===== src/rtl/core/pes_ts_pkg.sv =====
`timescale 1ns / 1ps

package pes_ts_pkg;

   localparam int PAYLOAD_BYTES = 184;
   localparam int TS_BYTES      = PAYLOAD_BYTES + 4;
   localparam int TS_WORDS      = TS_BYTES / 4;
   localparam int LANE_DEPTH    = PAYLOAD_BYTES / 4;
   localparam int LANE_ADDR_W   = 6;
   localparam int WORD_IDX_W    = 6;
   localparam int PID_W         = 13;
   localparam int CSR_ADDR_W    = 3;

   localparam logic [CSR_ADDR_W-1:0] ADDR_PACKET_ID = 3'd0;

   localparam logic [7:0] SYNC_BYTE        = 8'h47;
   localparam logic [7:0] START_FLAG       = 8'h40;
   localparam logic [7:0] HDR_PAYLOAD_ONLY = 8'h10;
   localparam logic [7:0] HDR_ADAPT        = 8'h30;
   localparam logic [7:0] CC_MASK          = 8'h0f;
   localparam logic [7:0] FILL_LAST_INDEX  = 8'd183;
   localparam logic [7:0] ADAPT_MAX_LEN    = 8'd183;
   localparam logic [7:0] STUFF_BYTE       = 8'hff;
   localparam logic [7:0] FLAGS_BYTE       = 8'h00;

   typedef struct packed {
      logic [7:0] pes_byte;
      logic       pes_last;
   } req_payload_type;

   typedef struct packed {
      logic [31:0] ts_word;
      logic        word_last;
   } rsp_payload_type;

   typedef enum logic [0:0] {
      ST_FILL,
      ST_EMIT
   } state_type;

   typedef struct packed {
      logic                  write_byte;
      logic                  trigger;
      logic                  issue;
      logic [WORD_IDX_W-1:0] word_index;
   } dp_cmd_type;

   typedef struct packed {
      logic fill_at_end;
      logic can_issue;
   } dp_status_type;

endpackage


===== src/rtl/core/pes_to_ts_packetizer.sv =====
`timescale 1ns / 1ps
// On the beat that completes a packet the controller enters ST_EMIT; each word read then
// passes the lane read and s1 registers into the output register. One byte per cycle is
// taken while filling; input stalls while the 47 words go out, and output stalls hold them.
// The 184-byte store is four byte-wide lane memories, one word of payload read per cycle unless stalled.
// Reset (synchronous, active high) clears the fill count, continuity counter and PID,
// sets the unit-start flag; the payload store is not cleared.

module pes_to_ts_packetizer
   import pes_ts_pkg::*;
(
   input  logic                  clock,
   input  logic                  reset,
   input  logic                  req_valid,
   output logic                  req_stall,
   input  req_payload_type       req_payload,
   output logic                  rsp_valid,
   input  logic                  rsp_stall,
   output rsp_payload_type       rsp_payload,
   input  logic                  csr_psel,
   input  logic                  csr_penable,
   input  logic                  csr_pwrite,
   input  logic [CSR_ADDR_W-1:0] csr_paddr,
   input  logic [31:0]           csr_pwdata,
   output logic [31:0]           csr_prdata,
   output logic                  csr_pready
);

   logic [PID_W-1:0] packet_id;
   dp_cmd_type       cmd;
   dp_status_type    status;

   pes_ts_csr u_csr (
      .clock     (clock),
      .reset     (reset),
      .psel      (csr_psel),
      .penable   (csr_penable),
      .pwrite    (csr_pwrite),
      .paddr     (csr_paddr),
      .pwdata    (csr_pwdata),
      .prdata    (csr_prdata),
      .pready    (csr_pready),
      .packet_id (packet_id)
   );

   pes_ts_ctrl u_ctrl (
      .clock     (clock),
      .reset     (reset),
      .req_valid (req_valid),
      .pes_last  (req_payload.pes_last),
      .req_stall (req_stall),
      .status    (status),
      .cmd       (cmd)
   );

   pes_ts_dp u_dp (
      .clock       (clock),
      .reset       (reset),
      .req_payload (req_payload),
      .packet_id   (packet_id),
      .cmd         (cmd),
      .status      (status),
      .rsp_valid   (rsp_valid),
      .rsp_stall   (rsp_stall),
      .rsp_payload (rsp_payload)
   );

endmodule


===== src/rtl/core/pes_ts_csr.sv =====
`timescale 1ns / 1ps

module pes_ts_csr
   import pes_ts_pkg::*;
(
   input  logic                  clock,
   input  logic                  reset,
   input  logic                  psel,
   input  logic                  penable,
   input  logic                  pwrite,
   input  logic [CSR_ADDR_W-1:0] paddr,
   input  logic [31:0]           pwdata,
   output logic [31:0]           prdata,
   output logic                  pready,
   output logic [PID_W-1:0]      packet_id
);

   logic [PID_W-1:0] pid_ff;
   logic [PID_W-1:0] pid_in;

   always_comb begin
      pid_in = pid_ff;
      if (psel && penable && pwrite && (paddr == ADDR_PACKET_ID)) begin
         pid_in = pwdata[PID_W-1:0];
      end
   end

   always_ff @(posedge clock) begin
      if (reset) begin
         pid_ff <= '0;
      end else begin
         pid_ff <= pid_in;
      end
   end

   assign prdata    = (paddr == ADDR_PACKET_ID) ? {{(32-PID_W){1'b0}}, pid_ff} : 32'd0;
   assign pready    = 1'b1;
   assign packet_id = pid_ff;

endmodule


===== src/rtl/core/pes_ts_ctrl.sv =====
`timescale 1ns / 1ps

module pes_ts_ctrl
   import pes_ts_pkg::*;
(
   input  logic          clock,
   input  logic          reset,
   input  logic          req_valid,
   input  logic          pes_last,
   output logic          req_stall,
   input  dp_status_type status,
   output dp_cmd_type    cmd
);

   state_type             state_ff;
   state_type             state_in;
   logic [WORD_IDX_W-1:0] word_ff;
   logic [WORD_IDX_W-1:0] word_in;
   logic                  accept;

   always_ff @(posedge clock) begin
      if (reset) begin
         state_ff <= ST_FILL;
         word_ff  <= '0;
      end else begin
         state_ff <= state_in;
         word_ff  <= word_in;
      end
   end

   always_comb begin
      state_in       = state_ff;
      word_in        = word_ff;
      req_stall      = 1'b1;
      accept         = 1'b0;
      cmd.write_byte = 1'b0;
      cmd.trigger    = 1'b0;
      cmd.issue      = 1'b0;
      cmd.word_index = word_ff;
      unique case (state_ff)
         ST_FILL: begin
            req_stall      = 1'b0;
            accept         = req_valid;
            cmd.write_byte = accept;
            cmd.trigger    = accept && (pes_last || status.fill_at_end);
            word_in        = '0;
            if (cmd.trigger) begin
               state_in = ST_EMIT;
            end
         end
         ST_EMIT: begin
            cmd.issue = status.can_issue;
            if (cmd.issue) begin
               if (word_ff == WORD_IDX_W'(TS_WORDS - 1)) begin
                  word_in  = '0;
                  state_in = ST_FILL;
               end else begin
                  word_in = word_ff + 1'b1;
               end
            end
         end
         default: begin
            state_in = ST_FILL;
         end
      endcase
   end

   a_fill_word_zero: assert property (@(posedge clock) disable iff (reset)
      state_ff == ST_FILL |-> word_ff == '0)
      else $error("word counter not cleared while filling");

   a_issue_in_emit: assert property (@(posedge clock) disable iff (reset)
      cmd.issue |-> state_ff == ST_EMIT && word_ff < WORD_IDX_W'(TS_WORDS))
      else $error("word read issued outside packet emission");

   a_trigger_emits: assert property (@(posedge clock) disable iff (reset)
      cmd.trigger |=> state_ff == ST_EMIT && word_ff == '0)
      else $error("packet trigger did not start emission");

endmodule


===== src/rtl/core/pes_ts_dp.sv =====
`timescale 1ns / 1ps

module pes_ts_dp
   import pes_ts_pkg::*;
(
   input  logic            clock,
   input  logic            reset,
   input  req_payload_type req_payload,
   input  logic [PID_W-1:0] packet_id,
   input  dp_cmd_type      cmd,
   output dp_status_type   status,
   output logic            rsp_valid,
   input  logic            rsp_stall,
   output rsp_payload_type rsp_payload
);

   logic [7:0]       fill_ff;
   logic [3:0]       cc_ff;
   logic             start_ff;
   logic             pk_full_ff;
   logic [7:0]       pk_len_ff;
   logic [PID_W-1:0] pk_pid_ff;
   logic [3:0]       pk_cc_ff;
   logic             pk_start_ff;

   logic                   advance;
   logic [7:0]             base;
   logic [7:0]             rest;
   logic [3:0][7:0]        byte_const;
   logic [3:0]             byte_pay;
   logic [3:0][1:0]        byte_lane;
   logic [3:0][LANE_ADDR_W-1:0] lane_addr;
   logic [3:0][7:0]        lane_rd;

   logic                   s1_valid_ff;
   logic                   s1_last_ff;
   logic [3:0][7:0]        s1_const_ff;
   logic [3:0]             s1_pay_ff;
   logic [3:0][1:0]        s1_lane_ff;

   logic                   out_valid_ff;
   logic [31:0]            out_word_ff;
   logic                   out_last_ff;
   logic [31:0]            out_word_in;

   assign advance            = !out_valid_ff || !rsp_stall;
   assign status.can_issue   = advance;
   assign status.fill_at_end = (fill_ff == FILL_LAST_INDEX);

   always_ff @(posedge clock) begin
      if (reset) begin
         fill_ff  <= '0;
         cc_ff    <= '0;
         start_ff <= 1'b1;
      end else begin
         if (cmd.trigger) begin
            fill_ff  <= '0;
            cc_ff    <= cc_ff + 1'b1;
            start_ff <= req_payload.pes_last;
         end else if (cmd.write_byte) begin
            fill_ff <= fill_ff + 1'b1;
         end
      end
   end

   always_ff @(posedge clock) begin
      if (cmd.trigger) begin
         pk_full_ff  <= status.fill_at_end;
         pk_len_ff   <= fill_ff + 1'b1;
         pk_pid_ff   <= packet_id;
         pk_cc_ff    <= cc_ff;
         pk_start_ff <= start_ff;
      end
   end

   always_comb begin
      logic [7:0] b;
      logic [7:0] s;
      logic [1:0] jm;
      base = pk_full_ff ? 8'd4 : 8'(TS_BYTES) - pk_len_ff;
      rest = ADAPT_MAX_LEN - pk_len_ff;
      for (int j = 0; j < 4; j++) begin
         b            = {cmd.word_index, 2'(j)};
         s            = b - base;
         byte_lane[j] = s[1:0];
         byte_pay[j]  = 1'b0;
         byte_const[j] = STUFF_BYTE;
         if (b == 8'd0) begin
            byte_const[j] = SYNC_BYTE;
         end else if (b == 8'd1) begin
            byte_const[j] = {3'b000, pk_pid_ff[PID_W-1:8]} | (pk_start_ff ? START_FLAG : 8'h00);
         end else if (b == 8'd2) begin
            byte_const[j] = pk_pid_ff[7:0];
         end else if (b == 8'd3) begin
            byte_const[j] = (pk_full_ff ? HDR_PAYLOAD_ONLY : HDR_ADAPT) | ({4'h0, pk_cc_ff} & CC_MASK);
         end else if (pk_full_ff || b >= base) begin
            byte_pay[j] = 1'b1;
         end else if (b == 8'd4) begin
            byte_const[j] = rest;
         end else if (b == 8'd5) begin
            byte_const[j] = FLAGS_BYTE;
         end
      end
      for (int m = 0; m < 4; m++) begin
         jm = 2'(m) + base[1:0];
         s  = {cmd.word_index, jm} - base;
         lane_addr[m] = (s[7:2] < LANE_ADDR_W'(LANE_DEPTH)) ? s[7:2] : '0;
      end
   end

   for (genvar m = 0; m < 4; m++) begin : g_lane
      logic [7:0] mem [LANE_DEPTH];
      logic [7:0] rd_ff;

      always_ff @(posedge clock) begin
         if (cmd.write_byte && (fill_ff[1:0] == 2'(m))) begin
            mem[fill_ff[7:2]] <= req_payload.pes_byte;
         end
         if (advance) begin
            rd_ff <= mem[lane_addr[m]];
         end
      end

      assign lane_rd[m] = rd_ff;
   end

   always_ff @(posedge clock) begin
      if (reset) begin
         s1_valid_ff  <= 1'b0;
         out_valid_ff <= 1'b0;
      end else if (advance) begin
         s1_valid_ff  <= cmd.issue;
         out_valid_ff <= s1_valid_ff;
      end
   end

   always_ff @(posedge clock) begin
      if (advance) begin
         s1_last_ff  <= (cmd.word_index == WORD_IDX_W'(TS_WORDS - 1));
         s1_const_ff <= byte_const;
         s1_pay_ff   <= byte_pay;
         s1_lane_ff  <= byte_lane;
         out_word_ff <= out_word_in;
         out_last_ff <= s1_last_ff;
      end
   end

   always_comb begin
      for (int j = 0; j < 4; j++) begin
         out_word_in[31-8*j -: 8] = s1_pay_ff[j] ? lane_rd[s1_lane_ff[j]] : s1_const_ff[j];
      end
   end

   assign rsp_valid             = out_valid_ff;
   assign rsp_payload.ts_word   = out_word_ff;
   assign rsp_payload.word_last = out_last_ff;

   a_fill_range: assert property (@(posedge clock) disable iff (reset)
      fill_ff <= FILL_LAST_INDEX)
      else $error("fill count beyond the payload store");

   a_trigger_clears_fill: assert property (@(posedge clock) disable iff (reset)
      cmd.trigger |=> fill_ff == '0)
      else $error("fill count not cleared after packet trigger");

   a_no_write_while_emit: assert property (@(posedge clock) disable iff (reset)
      cmd.issue |-> !cmd.write_byte)
      else $error("payload store written during emission");

endmodule


===== config.mk =====
export PLATFORM = sky130hd
export DESIGN_NAME = pes_to_ts_packetizer
export DESIGN_NICKNAME = d
export VERILOG_FILES = /design/src/rtl/core/pes_ts_pkg.sv /design/src/rtl/core/pes_to_ts_packetizer.sv /design/src/rtl/core/pes_ts_csr.sv /design/src/rtl/core/pes_ts_ctrl.sv /design/src/rtl/core/pes_ts_dp.sv
export SDC_FILE = /design/constraint.sdc
export NUM_CORES = 2
export LEC_CHECK = 0
export BUFFER_PORTS_ARGS = -buffer_cell sky130_fd_sc_hd__buf_2
export CORE_UTILIZATION = 50
export DETAILED_ROUTE_END_ITERATION = 12
export GPL_TIMING_DRIVEN = 0
export PLACE_DENSITY = 0.63
export RECOVER_POWER = 100
export SLEW_MARGIN = 30
export SYNTH_ARGS = -nofsm -noshare
export SYNTH_HDL_FRONTEND = slang
export SYNTH_SLANG_ARGS = --single-unit

===== constraint.sdc =====
create_clock -name clock -period 6.94 [get_ports clock]
set_input_delay 0.347 -clock clock [delete_from_list [all_inputs] [get_ports clock]]
set_output_delay 0.347 -clock clock [all_outputs]
set_load 0.05 [all_outputs]

==> flow_metrics.env <==
export IMPL_status="complete, but fails checks"
export IMPL_violations="max-capacitance violations, max-slew violations"
export IMPL_crit_top_cell="inv_1"
export IMPL_grt_pass1_wl_um=304000
export IMPL_drcViolationCount=0
export IMPL_max_stage_delay_ns=0.75
export IMPL_synth_common_cells="1604 x edfxtp_1, 672 x nand2_1, 375 x nor2_1, 184 x a21oi_1, 160 x o21ai_0"
export IMPL_ant_nets=0
export IMPL_synthArstFlopShare_pct=0
export IMPL_finalCritPeriodShare_pct=99.7
export IMPL_numCtsBuffers=167
export IMPL_wirelength_um=217000
export IMPL_timing_hold_violations_final=0
export IMPL_met1Wirelength_um=83800
export IMPL_power_density_nw_per_um2=312
export IMPL_drive_gt1_share_pct=10.9
export IMPL_vias=44394
export IMPL_seq_power_share_pct=47.2
export IMPL_place_gp_congestion=0.987
export IMPL_grt_overflow_total=0
export IMPL_fp_row_count=134
export IMPL_clk_pin_slew_worst_paths_ns=0.07
export IMPL_synth_ff_type="edfxtp_1"
export IMPL_worstSetupStartpointType="flop"
export IMPL_dp_hpwl_um=146000
export IMPL_synth_top_area_cell="edfxtp_1"
export IMPL_report_final_slew_viol_count=1556
export IMPL_endpoint_kind="flop"
export IMPL_cts_sinks=1639
export IMPL_worst_pin_slew_ns=4.97
export IMPL_setup_viol=0
export IMPL_finalPower_uw=23600
export IMPL_htree_levels=4
export IMPL_grt_pass1_vias=41899
export IMPL_cts_buffer_depth=3
export IMPL_met3_length_um=23400
export IMPL_final_min_clock_period_ns=6.92
export IMPL_crit_required_ns=7.44
export IMPL_cp_startpoint="u_dp.pk_len_ff[0]$_DFFE_PP_"
export IMPL_intPower_uw=17000
export IMPL_place_area_um2=70700
export IMPL_clkLatencyLatePin_ns=0.82
export IMPL_synth_most_common_cell="edfxtp_1"
export IMPL_area_growth_pct=12.5
export IMPL_cts_root_buf="clkbuf_16"
export IMPL_boundaryPins=119
export IMPL_start_util_pct=50.5
export IMPL_postSynthCellCount=4686
export IMPL_maxCapViolations=23
export IMPL_hold_ws_ns=0.0925
export IMPL_r2r_start="u_dp.pk_len_ff[0]$_DFFE_PP_"
export IMPL_synth_edf_count=1604
export IMPL_wl_per_cell_um=31.4
export IMPL_critical_path_class="flop to flop"
export IMPL_dr_pass1_iters=7
export IMPL_final_nets=5077
export IMPL_yosys_top_cells_area="edfxtp_1 72%, nand2_1 3.7%, mux2i_1 2.3%"
export IMPL_die_y_um=369
export IMPL_p_leak_uw=0.0246
export IMPL_path_buf_inv=5
export IMPL_fmax_mhz=145
export IMPL_worstPathArrival_ns=7.42
export IMPL_pwr_share_comb_pct=15.3
export IMPL_peakVddDrop_v=0.000274
export IMPL_grt_antenna_before_repair=14
export IMPL_dieArea_um2=136000
export IMPL_drt_iter0_markers=6916
export IMPL_synth_warnings=0
export IMPL_switching_share_pct=27.9
export IMPL_synth_distinct_cells=107
export IMPL_power_switching_uw=6610
export IMPL_crit_path_cell_trace="inv_1 -> ha_1 -> xnor2_1 -> nand2b_1 -> ha_1 -> inv_1 -> fa_1 -> clkbuf_1 -> inv_1 -> nor3b_1 -> a22oi_1 -> o21ai_1 -> clkbuf_1 -> o22ai_1 -> o21ai_0 -> nor3_1 -> nor4_2"
export IMPL_synth_top_area_share_pct=71.5
export IMPL_avgSynthCellArea_um2=14.4
export IMPL_die_w_um=369
export IMPL_final_area_um2=75800
export IMPL_ys_seq_area_share_pct=72.6
export IMPL_io_buffers=78
export IMPL_crit_fanout=10
export IMPL_hold_class="primary input to flop"
export IMPL_grt_use_total_pct=31.5
export IMPL_rsz0062_at_grt="no"
export IMPL_syn_cell_area_um2=67300
export IMPL_min_from="reset"
export IMPL_grt_max_degree=107
export IMPL_top_layer="met5"
export IMPL_slowest_stage="nor4_2"
export IMPL_finClkSkew_ns=0.0357
export IMPL_maxSlewHeadroom_pct=-231
export IMPL_avgViaCountPerCell=6.42
export IMPL_clock_power_share_pct=37.6
export IMPL_ys_ff_latch=1639
export IMPL_cp_top_family="buffers and inverters"
export IMPL_route_met2_wl_um=97600
export IMPL_tns_ns=0
export IMPL_core_area_um2=133000
export IMPL_cts_tree="done"
[sequential cells by signal, indices dropped and copies added, names as in the netlist, 4 cells and up]
name	count
u_csr.packet_id	13
u_ctrl.word_ff	6
u_dp.cc_ff	4
u_dp.fill_ff	8
u_dp.g_lane.mem	1472
u_dp.g_lane.rd_ff	32
u_dp.out_word_ff	32
u_dp.pk_cc_ff	4
u_dp.pk_len_ff	8
u_dp.pk_pid_ff	13
u_dp.s1_const_ff	29
u_dp.s1_lane_ff	6
u_dp.s1_pay_ff	4
[metal layers]
layer | global-route usage, % | up-vias
li1 | - | 18688
met1 | 43.0 | 22279
met2 | 47.8 | 2841
met3 | 7.00 | 574
met4 | 15.9 | 12
met5 | 0.677 | -
[layout by cell type, fill, tap and decap left out, types with 15 or more instances in the layout]
| master | instances |
|---|---|
| clkbuf_16 | 168 |
| buf_4 | 35 |
| clkinv_1 | 34 |
| dlygate4sd3_1 | 28 |
| nor3_1 | 95 |
| xnor2_1 | 26 |
| and3_1 | 30 |
| nand2b_1 | 32 |
| o32ai_1 | 15 |
| edfxtp_1 | 1604 |
| mux2_2 | 50 |
| buf_2 | 96 |
| o22ai_1 | 45 |
| a311oi_1 | 37 |
| mux2i_1 | 158 |
| nand3_1 | 132 |
| conb_1 | 20 |
| a31oi_1 | 100 |
| and2_1 | 15 |
| inv_1 | 21 |
| ha_1 | 27 |
| a21o_1 | 16 |
| a211oi_1 | 31 |
| o211ai_1 | 33 |
| nor2_1 | 377 |
| clkbuf_1 | 257 |
| a21oi_1 | 184 |
| dfxtp_1 | 35 |
| a221oi_1 | 19 |
| o21ai_0 | 161 |
| nand2_1 | 673 |
| mux2_1 | 20 |
| clkinv_2 | 21 |
| buf_1 | 19 |
| o21ai_1 | 19 |
| o221ai_1 | 103 |
| mux4_2 | 49 |
| nand4_1 | 16 |
| xor2_1 | 18 |
[per-stage QoR]
stage               util (%)  worst slack, ns  instances
floorplan                  -             2.79       4704
detailed placement      53.0           0.0123       6568
CTS                     57.2            0.193       6901
global route            56.8           0.0345       6905
global placement        52.5           -0.495       6550
finish                  56.8           0.0204       6910
[worst paths after layout]
check                                            to  depth (start not counted)  slack (ns)
hold reg to reg         u_dp.pk_pid_ff[4]$_DFFE_PP_                          0        0.47
hold / removal        u_dp.s1_valid_ff$_SDFFE_PP0N_                          2        0.09
setup / recovery  u_dp.g_lane[0].rd_ff[0]$_DFFE_PN_                         17        0.02
setup reg to reg  u_dp.g_lane[0].rd_ff[0]$_DFFE_PN_                         17        0.02
[area by class of cell]
cell class                 instances  area [um^2]
inverter                          23         86.3
timing repair buffer             124          679
clock inverter                    92          915
fill                           10802        57700
clock buffer                     213         4420
sequential                      1639        48900
buffer                           286         1330
multi-input combinational       2756        17200
antenna                            9         22.5
tap                             1768         2210
[timing repair]
item                                   in CTS  in global routing
hold buffers                               28                  0
endpoints found under the hold margin     217                  0
setup buffers                               0                  0
resized for setup                           1                  0
setup endpoints to repair                   1                  0
[cells by family (layout without fill, tap and decap cells)]
kind of cell,Yosys count,in the layout,share of synthesized area [%]
AOI/OAI and AO/OA,923,923,9.47
other,2,29,0.0112
buffers and inverters,309,738,2.09
xor gates and xnor gates,57,57,0.847
DFF,1639,1639,72.6
and+or+nand+nor,1450,1450,9.29
muxes,277,277,5.16
adders and majority gates,29,29,0.561
[power by group through the flow]
stage | sequential [uW] | clock [uW] | combinational (uW)
4_1_cts | 11100 | 8910 | 3560
2_1_floorplan | 11400 | 0 | 1900
3_5_place_dp | 11300 | 0 | 3540
5_1_grt | 11200 | 9270 | 3720
6_report | 11200 | 8890 | 3610
3_3_place_gp | 11400 | 0 | 3450
Power figures use the tool's default switching activity.
